File: src/rtl/core/rrss_pkg.sv
package rrss_pkg;

  localparam int unsigned MaxProcs = 16;
  localparam int unsigned IdxW     = (MaxProcs > 1) ? $clog2(MaxProcs) : 1;
  localparam int unsigned CntW     = $clog2(MaxProcs + 1);

  localparam int unsigned TicksW   = 16;
  localparam int unsigned TimeW    = 32;
  localparam int unsigned PnumW    = 5;
  localparam int unsigned ModeW    = 2;

  localparam logic [ModeW-1:0] ModeLoad     = 2'd0;
  localparam logic [ModeW-1:0] ModeDispatch = 2'd1;
  localparam logic [ModeW-1:0] ModeClear    = 2'd2;
  localparam logic [ModeW-1:0] ModeUnused   = 2'd3;

  localparam logic [TicksW-1:0] QuantumReset = 16'd4;

  // Advance a ring position by an offset of at most MaxProcs.
  function automatic logic [IdxW-1:0] ring_pos(input logic [IdxW-1:0] base,
                                               input logic [CntW-1:0] offs);
    logic [CntW:0] sum;
    sum = {{(CntW + 1 - IdxW){1'b0}}, base} + {1'b0, offs};
    if (sum >= (CntW + 1)'(MaxProcs)) begin
      sum = sum - (CntW + 1)'(MaxProcs);
    end
    return sum[IdxW-1:0];
  endfunction

endpackage

File: src/rtl/core/rrss_ram.sv
module rrss_ram #(
  parameter int unsigned Width = 8,
  parameter int unsigned Depth = 16
) (
  input  logic                                       clk_i,
  input  logic                                       we_i,
  input  logic [((Depth > 1) ? $clog2(Depth) : 1)-1:0] waddr_i,
  input  logic [Width-1:0]                           wdata_i,
  input  logic [((Depth > 1) ? $clog2(Depth) : 1)-1:0] raddr_i,
  output logic [Width-1:0]                           rdata_o
);

  logic [Width-1:0] mem_q [Depth];

  always_ff @(posedge clk_i) begin
    if (we_i) begin
      mem_q[waddr_i] <= wdata_i;
    end
    rdata_o <= mem_q[raddr_i];
  end

endmodule

File: src/rtl/core/round_robin_slice_scheduler.sv
// Round-robin time-slice scheduler. An item is taken when start_i is high and
// busy_o is low; its result appears on the result ports in the cycle after the
// item completes, for one cycle only, marked by done_o, and must be captured
// then. For load, clear, the unused mode and a dispatch on an empty queue the
// result follows the accepting edge directly. A dispatch that runs a slice
// passes through StReadRing, StReadRem and StExec with busy_o high: the ring
// read issued at acceptance gives the process index, which is registered,
// then addresses the remaining-time RAM, and the update is written back at the
// end of StExec. The user must write the quantum with quantum_we_i only while
// the block is idle; the block does not enforce this. A clear keeps the quantum.
module round_robin_slice_scheduler (
  input  logic                        clk_i,
  input  logic                        rst_ni,
  input  logic                        start_i,
  output logic                        busy_o,
  input  logic [rrss_pkg::ModeW-1:0]  mode_i,
  input  logic [rrss_pkg::TicksW-1:0] burst_time_i,
  input  logic                        quantum_we_i,
  input  logic [rrss_pkg::TicksW-1:0] quantum_i,
  output logic                        done_o,
  output logic                        slice_valid_o,
  output logic [rrss_pkg::PnumW-1:0]  process_number_o,
  output logic [rrss_pkg::TimeW-1:0]  slice_start_o,
  output logic [rrss_pkg::TimeW-1:0]  slice_end_o,
  output logic                        process_finished_o,
  output logic                        all_done_o,
  output logic                        load_rejected_o
);
  import rrss_pkg::*;

  localparam logic [1:0] StIdle     = 2'd0;
  localparam logic [1:0] StReadRing = 2'd1;
  localparam logic [1:0] StReadRem  = 2'd2;
  localparam logic [1:0] StExec     = 2'd3;

  logic [1:0]        state_q, state_d;
  logic [IdxW-1:0]   head_q, head_d;
  logic [CntW-1:0]   count_q, count_d;
  logic [CntW-1:0]   loaded_q, loaded_d;
  logic [TimeW-1:0]  time_q, time_d;
  logic [TicksW-1:0] quantum_q;
  logic [IdxW-1:0]   idx_q, idx_d;

  logic              done_q, done_d;
  logic              valid_q, valid_d;
  logic [PnumW-1:0]  pnum_q, pnum_d;
  logic [TimeW-1:0]  start_q, start_d;
  logic [TimeW-1:0]  end_q, end_d;
  logic              fin_q, fin_d;
  logic              alldone_q, alldone_d;
  logic              rej_q, rej_d;

  logic              ring_we;
  logic [IdxW-1:0]   ring_waddr, ring_wdata, ring_rdata;
  logic              rem_we;
  logic [IdxW-1:0]   rem_waddr;
  logic [TicksW-1:0] rem_wdata, rem_rdata;

  logic              accept;
  logic [IdxW-1:0]   tail_pos;
  logic              fits;

  assign accept   = start_i && (state_q == StIdle);
  assign tail_pos = ring_pos(head_q, count_q);
  assign fits     = (rem_rdata <= quantum_q);

  rrss_ram #(.Width(IdxW), .Depth(MaxProcs)) u_ring_ram (
    .clk_i   (clk_i),
    .we_i    (ring_we),
    .waddr_i (ring_waddr),
    .wdata_i (ring_wdata),
    .raddr_i (head_q),
    .rdata_o (ring_rdata)
  );

  rrss_ram #(.Width(TicksW), .Depth(MaxProcs)) u_rem_ram (
    .clk_i   (clk_i),
    .we_i    (rem_we),
    .waddr_i (rem_waddr),
    .wdata_i (rem_wdata),
    .raddr_i (idx_q),
    .rdata_o (rem_rdata)
  );

  always_comb begin
    state_d   = state_q;
    head_d    = head_q;
    count_d   = count_q;
    loaded_d  = loaded_q;
    time_d    = time_q;
    idx_d     = idx_q;

    done_d    = 1'b0;
    valid_d   = 1'b0;
    pnum_d    = '0;
    start_d   = '0;
    end_d     = '0;
    fin_d     = 1'b0;
    alldone_d = (count_q == '0);
    rej_d     = 1'b0;

    ring_we    = 1'b0;
    ring_waddr = tail_pos;
    ring_wdata = loaded_q[IdxW-1:0];
    rem_we     = 1'b0;
    rem_waddr  = loaded_q[IdxW-1:0];
    rem_wdata  = burst_time_i;

    case (state_q)
      StIdle: begin
        if (accept) begin
          case (mode_i)
            ModeLoad: begin
              done_d = 1'b1;
              if (loaded_q < CntW'(MaxProcs)) begin
                ring_we   = 1'b1;
                rem_we    = 1'b1;
                count_d   = count_q + 1'b1;
                loaded_d  = loaded_q + 1'b1;
                alldone_d = 1'b0;
              end else begin
                rej_d = 1'b1;
              end
            end
            ModeDispatch: begin
              if (count_q == '0) begin
                done_d = 1'b1;
              end else begin
                state_d = StReadRing;
              end
            end
            ModeClear: begin
              done_d    = 1'b1;
              head_d    = '0;
              count_d   = '0;
              loaded_d  = '0;
              time_d    = '0;
              alldone_d = 1'b1;
            end
            default: begin
              done_d = 1'b1;
            end
          endcase
        end
      end
      StReadRing: begin
        // ring data now holds the head entry
        idx_d   = ring_rdata;
        state_d = StReadRem;
      end
      StReadRem: begin
        state_d = StExec;
      end
      StExec: begin
        state_d = StIdle;
        done_d  = 1'b1;
        valid_d = 1'b1;
        pnum_d  = PnumW'({1'b0, idx_q} + 1'b1);
        start_d = time_q;
        head_d  = ring_pos(head_q, CntW'(1));
        rem_we    = 1'b1;
        rem_waddr = idx_q;
        if (fits) begin
          rem_wdata = '0;
          time_d    = time_q + TimeW'(rem_rdata);
          fin_d     = 1'b1;
          count_d   = count_q - 1'b1;
          alldone_d = (count_q == CntW'(1));
        end else begin
          // charge one quantum and requeue at the tail
          rem_wdata  = rem_rdata - quantum_q;
          time_d     = time_q + TimeW'(quantum_q);
          ring_we    = 1'b1;
          ring_wdata = idx_q;
          alldone_d  = 1'b0;
        end
        end_d = time_d;
      end
      default: begin
        state_d = StIdle;
      end
    endcase
  end

  always_ff @(posedge clk_i or negedge rst_ni) begin
    if (!rst_ni) begin
      state_q   <= StIdle;
      head_q    <= '0;
      count_q   <= '0;
      loaded_q  <= '0;
      time_q    <= '0;
      quantum_q <= QuantumReset;
      done_q    <= 1'b0;
    end else begin
      state_q  <= state_d;
      head_q   <= head_d;
      count_q  <= count_d;
      loaded_q <= loaded_d;
      time_q   <= time_d;
      done_q   <= done_d;
      if (quantum_we_i) begin
        quantum_q <= quantum_i;
      end
    end
  end

  always_ff @(posedge clk_i) begin
    idx_q     <= idx_d;
    valid_q   <= valid_d;
    pnum_q    <= pnum_d;
    start_q   <= start_d;
    end_q     <= end_d;
    fin_q     <= fin_d;
    alldone_q <= alldone_d;
    rej_q     <= rej_d;
  end

  assign busy_o             = (state_q != StIdle);
  assign done_o             = done_q;
  assign slice_valid_o      = valid_q;
  assign process_number_o   = pnum_q;
  assign slice_start_o      = start_q;
  assign slice_end_o        = end_q;
  assign process_finished_o = fin_q;
  assign all_done_o         = alldone_q;
  assign load_rejected_o    = rej_q;

endmodule

File: config.mk
export PLATFORM = sky130hd
export DESIGN_NAME = round_robin_slice_scheduler
export DESIGN_NICKNAME = d
export VERILOG_FILES = /design/src/rtl/core/rrss_pkg.sv /design/src/rtl/core/rrss_ram.sv /design/src/rtl/core/round_robin_slice_scheduler.sv
export SDC_FILE = /design/constraint.sdc
export NUM_CORES = 1
export LEC_CHECK = 0
export BUFFER_PORTS_ARGS = -buffer_cell sky130_fd_sc_hd__buf_2
export CAP_MARGIN = 15
export CORE_UTILIZATION = 60
export CTS_CLUSTER_SIZE = 25
export DETAILED_ROUTE_END_ITERATION = 8
export PLACE_DENSITY = 0.86
export SYNTH_ARGS = -nofsm -noshare
export SYNTH_HDL_FRONTEND = slang
export SYNTH_HIERARCHICAL = 1
export SYNTH_SLANG_ARGS = --single-unit
File: constraint.sdc
create_clock -name clk_i -period 10.3 [get_ports clk_i]
set_clock_uncertainty 0.1 [all_clocks]
set_input_delay 1.545 -clock clk_i [delete_from_list [all_inputs] [get_ports clk_i]]
set_output_delay 1.545 -clock clk_i [all_outputs]
set_load 0.02 [all_outputs]
---- Word level (Yosys, flattened, before mapping) ----
Memory sizes are Yosys's and may differ from the RTL's. A register that Yosys moved wholly into a read port is not among the register bits.
Index checks and enable logic that the tools add are counted.
word-level totals
  register bits ........................... 142
  RAM bits ................................ 320
  input port bits ......................... 38
  output and inout bits ................... 75
  logic and storage cells ................. 105
  memories ................................ 2
operators by class
  add/subtract/negate cells ............... 11
  magnitude comparators ................... 4
  equality and inequality tests ........... 14
  mux-type cells .......................... 47
  reduce and logical (&&, ||, !) cells .... 12
memory list
  memory            words  width  read ports  clocked after memory_dff  write ports  line            RTL
  u_rem_ram.mem_q   16     16     1           1                         1            rrss_ram.sv:13  logic [Width-1:0] mem_q [Depth];
  u_ring_ram.mem_q  16     4      1           1                         1            rrss_ram.sv:13
operator list
  cell                                                                   number
  32-bit two-way mux                                                     3
  32-bit by 16-bit adder with 32-bit output                              2
  32-bit case mux with 2 select lines                                    1
  16-bit two-way mux                                                     2
  5-bit case mux with 2 select lines                                     3
  4-bit two-way mux                                                      7
  5-bit two-way mux                                                      4
  1-bit two-way mux                                                      17
  16-bit <= comparator                                                   1
  16-bit subtractor                                                      1
  4-bit by 1-bit adder with 5-bit output, second input constant          2
  5-bit by 1-bit adder with 5-bit output, second input constant          2
  1-bit case mux with 2 select lines                                     5
  3-bit AND reduction                                                    3
  2-bit inequality test, second input constant                           4
  2-bit case mux with 4 select lines                                     1
  4-bit case mux with 2 select lines                                     1
  4-bit by 1-bit subtractor with 4-bit output, second input constant     2
  4-bit by 5-bit adder with 6-bit output                                 1
  2-bit equality test, second input constant                             3
  6-bit by 5-bit >= comparator with 1-bit output, second input constant  1
  2-bit two-way mux                                                      3
  2-bit nonzero test                                                     3
  5-bit by 1-bit equality test with 1-bit output, second input constant  1
  12 further kinds                                                       15

---- Longest topological paths before layout ----
  depth after elaboration ................. 7
  depth in mapped cells ................... 21
  depth with buffers taken out ............ 19

---- Cells and area by module ----
The synthesis kept the hierarchy.
by module, submodules not included
  module                       times used  cells an instance  area an instance (um2)  sequential area each (um2)
  rrss_ram (u_rem_ram)         1           432                10042.1                 8007.7
  round_robin_slice_scheduler  1           845                7759.9                  3209.3
  rrss_ram (u_ring_ram)        1           130                2666.3                  2001.9

---- Worst setup path after synthesis ----
No wires, ideal clock.
  kind .................................... input to register
  from .................................... in start_i
  to ...................................... mem u_rem_ram/mem_q[0][0] in the netlist's numbering, enable pin
  library setup time ...................... 0.409 ns
  arrival ................................. 4.183 ns
  data required time ...................... 9.791 ns
  slack ................................... 5.607 ns
  stages .................................. 7
  path buffers ............................ 1
  cell sequence ........................... nand2_1 or2_1 clkbuf_1 or3_1 a21oi_1 or3b_2 nor3_1
between the ends
  longest elaborated chain between the ends .. 5
RTL lines
  element                                  line                                RTL
  from (decl)                              round_robin_slice_scheduler.sv:14   input logic start_i,
  1-bit logical AND                        round_robin_slice_scheduler.sv:63   assign accept = start_i && (state_q == StIdle);
  1-bit two-way mux                        round_robin_slice_scheduler.sv:111  if (accept) begin
  1-bit case mux with 2 select lines       round_robin_slice_scheduler.sv:109  case (state_q)
  via rem_we                               round_robin_slice_scheduler.sv:55   logic rem_we;
  1-bit two-way mux                        rrss_ram.sv:16                      if (we_i) begin
  1-bit two-way mux (not written as such)  rrss_ram.sv:17                      mem_q[waddr_i] <= wdata_i;
  to (decl)                                rrss_ram.sv:13
The timed path passes the listed nets, and every way through them passes these cells.

---- Worst setup path after layout ----
  from .................................... reg quantum_q[2]
  to ...................................... reg time_q[20]
between the ends
  longest elaborated chain between the ends .. 3
  elaborated cells between the ends (all ways) .. 4
  classes of those cells .................. add/sub (1); order compare (1); mux (2)
RTL lines
  element                                                                            line                                                                   RTL
  from (decl)                                                                        round_robin_slice_scheduler.sv:41                                      logic [TicksW-1:0] quantum_q;
  from (signal assigned)                                                             round_robin_slice_scheduler.sv:192                                     quantum_q <= QuantumReset;
  from (signal assigned)                                                             round_robin_slice_scheduler.sv:202                                     quantum_q <= quantum_i;
  32-bit by 16-bit adder with 32-bit output or 16-bit <= comparator (tied branches)  round_robin_slice_scheduler.sv:172, round_robin_slice_scheduler.sv:65
  32-bit two-way mux (*)                                                             round_robin_slice_scheduler.sv:163                                     if (fits) begin
  32-bit case mux with 2 select lines (*)                                            round_robin_slice_scheduler.sv:109
  to (signal assigned)                                                               round_robin_slice_scheduler.sv:199                                     time_q <= time_d;
  to (decl)                                                                          round_robin_slice_scheduler.sv:40                                      logic [TimeW-1:0] time_q, time_d;
Mark *: on every way between the ends. The rest lies on a longest branch, timed or not.
A chain may end at the register's enable or synchronous reset.

==> impl_metrics.yaml <==
run_status:
  status: "complete, no violations"
timing:
  setup_viol: 0
  setup_ws_ns: 5.046
  worstMarginPinSlew_ns: 1.172
  finalCritPeriodShare_pct: 51.01
  rsz0062_at_grt: "no"
  drv_slew: 0
  period_needed_ns: 5.254
  clock.fmax_mhz: 190.3
  hold_viol: 0
  tns_ns: 0
  max_slew_margin_pct: 21.87
power:
  leakagePower_nw: 8.704
  report.power.total_mw: 6.715
  power_density_nw_per_um2: 292.1
  peakVddDrop_mv: 0.1425
finish:
  multiInputGateArea_um2: 6790
  drive_above_1_share_pct: 20.45
  area_growth_pct: 12.31
  finish.utilization_pct: 68.56
  nets: 1620
  ff_latch_area_um2: 13220
  n_fill_cell: 2108
placed_design:
  gp_congestion: 0.9076
  pre_cts_ws_ns: 5.160
  portBuffers: 112
  hpwl_mm: 30.06
synthesis:
  synthTopCellsByArea: "edfxtp_1 48%, dfxtp_1 9.1%, dfrtp_1 7.8%"
  synth_edf_count: 324
  synth.most_common_cell: "edfxtp_1"
  synth_top_cell_area_share_pct: 47.53
  ys_ff_latch: 482
  synth-main-ff-cell: "edfxtp_1"
  synth_cell_types: 79
  synth_area_um2: 20470
  yosysSeqAreaShare_pct: 64.58
  syn_inst: 1407
  syn-num-nets: 1494
  yosys.area.top_type: "edfxtp_1"
  synth_commonest_cells: "324 x edfxtp_1, 111 x nand2_1, 93 x dfxtp_1"
  async_reset_ff_share_pct: 13.49
  syn_area_per_cell_um2: 14.55
  ys_warn_count: 6
die:
  dieArea_um2: 34860
  initial_core_util_pct: 61.04
  die_h_um: 186.7
  die_w_um: 186.7
  coreArea_um2: 33530
  num_io_pins: 113
  rows: 67
worst_setup_path:
  path_depth: 14
  cpPeakStageDelay_ns: 0.87
  slowest_stage: "a21oi_4"
  cpMostUsedCell: "ha_1"
  path_delay_family: "compound AO/OA/AOI/OAI gates"
  reg2reg_slack_ns: 5.05
  critPathArrivalTime_ns: 5.57
  crit_fanout: 34
  crit_buf_inv: 1
  critPathKind: "register to register"
  path_cells: "inv_1 > ha_1 > a211oi_1 > nor3_1 > o21ai_1 > a21oi_4 > mux2_2 > ha_1 > nor2b_1 > o2111ai_2 > a211oi_2 > nor4_2 > or3_1 > o221ai_1"
  endpoint_kind: "register"
  crit_required_ns: 10.62
  r2r_cells: 14
  startpoint_type: "register"
clock_network:
  hold_buffers: 0
  cts_tree: "built"
  cts_root_buf: "clkbuf_16"
  post-cts-setup-buffers: 0
  cts_resized: 0
  clkTransAtPathRegs_ns: 0.07
  cts_max_level: 2
  clockBufferDepth: 3
  clock_sinks: 482
  clk_latency_ns: 0.57
  cts_inserted_buffers: 45
routing:
  drc_errors: 0
  vias_per_cell: 6.434
  vias: 12990
  routed_wl_mm: 48.81
  dr.pass1.iters: 5
  ant_nets: 0
  drt_iter0_drc: 1516
  drt-wirelength-per-cell_um: 24.18
grt:
  grt_max_degree: 77
  grt_pass1_wl_mm: 74.82
  overflow: 0
  grtUsageTotal_pct: 28.26
  first_global_vias: 12930
  antenna_found_initial: 1
job:
  maxCapViolCount: 0
min_path:
  hold_class: "register to register"
  hold_path_depth: 0
final cells by class:
cell class                      count  area share [%]
Multi-Input combinational cell    814           29.54
Inverter                           49          0.8001
Tap cell                          448           2.438
Antenna cell                        1         0.01089
Sequential cell                   482           57.50
Clock inverter                     19          0.8327
Timing Repair Buffer              141           3.385
Clock buffer                       65           5.492
through the flow:
step                      hold slack (ns)  cells  instance area (um2)
after floorplan                    0.2855   1407                20470
after global placement             0.2858   1933                21520
after detailed placement           0.2904   1933                21520
after CTS                          0.3173   2017                22980
after global routing               0.3263   2019                22990
final                              0.3163   2019                22990
metal layers:
layer	vias to the layer above	global-route usage, %	routed length, um
li1	5642	-	-
met1	6421	36.21	18540
met2	808	47.17	24090
met3	120	5.473	4349
met4	0	12.48	1838
met5	-	0	0
registers in the layout (all words and copies together), names as in the netlist, 2 cells and up:
register / cells
idx_q: 4
loaded_q: 5
slice_end_o: 32
quantum_q: 16
head_q: 4
u_ring_ram/rdata_o: 4
slice_start_o: 32
u_rem_ram/rdata_o: 16
u_rem_ram/mem_q: 256
state_q: 2
u_ring_ram/mem_q: 64
time_q: 32
count_q: 5
process_number_o: 5
logic make-up after synthesis:
group	after synthesis	synth area share (%)
AO/OA/AOI/OAI	245	8.332
buffers and inverters	111	2.433
AND/OR/NAND/NOR	369	8.833
multiplexers	118	11.30
flip-flops	482	64.58
adder cells (fa/ha/maj)	49	3.105
XOR/XNOR	33	1.412
path summary, 6_finish.rpt:
| kind | start | to |
|---|---|---|
| min reg2reg | u_ring_ram/rdata_o[0]$_DFF_P_ | idx_q[0]$_DFFE_PN_ |
| max reg2reg | quantum_q[2]$_DFFE_PN1P_ | time_q[20]$_DFFE_PN0P_ |
| max in group asynchronous | rst_ni | time_q[1]$_DFFE_PN0P_ |
| min in group asynchronous | rst_ni | time_q[25]$_DFFE_PN0P_ |
| max | quantum_q[2]$_DFFE_PN1P_ | time_q[20]$_DFFE_PN0P_ |
| min | u_ring_ram/rdata_o[0]$_DFF_P_ | idx_q[0]$_DFFE_PN_ |
placed cells by master (no fill, tap or decap), drive strengths merged, types with 7 or more instances in the layout:
| cell type | synthesis | routed |
|---|---|---|
| o2bb2ai | 7 | 7 |
| nand2 | 112 | 112 |
| edfxtp | 324 | 324 |
| xor2 | 14 | 14 |
| nand4 | 13 | 13 |
| ha | 46 | 46 |
| a22o | 10 | 10 |
| a21oi | 38 | 38 |
| and3 | 8 | 8 |
| clkinv | 0 | 14 |
| buf | 26 | 141 |
| o31ai | 11 | 11 |
| a22oi | 37 | 37 |
| nand2b | 15 | 15 |
| a21o | 13 | 13 |
| xnor2 | 19 | 19 |
| dfxtp | 93 | 93 |
| inv | 49 | 50 |
| mux2 | 33 | 33 |
| nand3 | 35 | 35 |
| dfrtp | 64 | 64 |
| nor2b | 14 | 14 |
| o21ai | 59 | 59 |
| clkbuf | 36 | 65 |
| o211ai | 10 | 10 |
| mux4 | 80 | 80 |
| nor3 | 23 | 23 |
| nor2 | 82 | 82 |
| and2 | 36 | 36 |
power breakdown:
| group | leakage (nW) | switching, mW | internal, mW |
|---|---|---|---|
| sequential | 4.54 | 0.198 | 2.49 |
| combinational | 3.45 | 1.51 | 0.879 |
| clock | 0.714 | 0.706 | 0.932 |
Power figures use the tool's default switching activity.
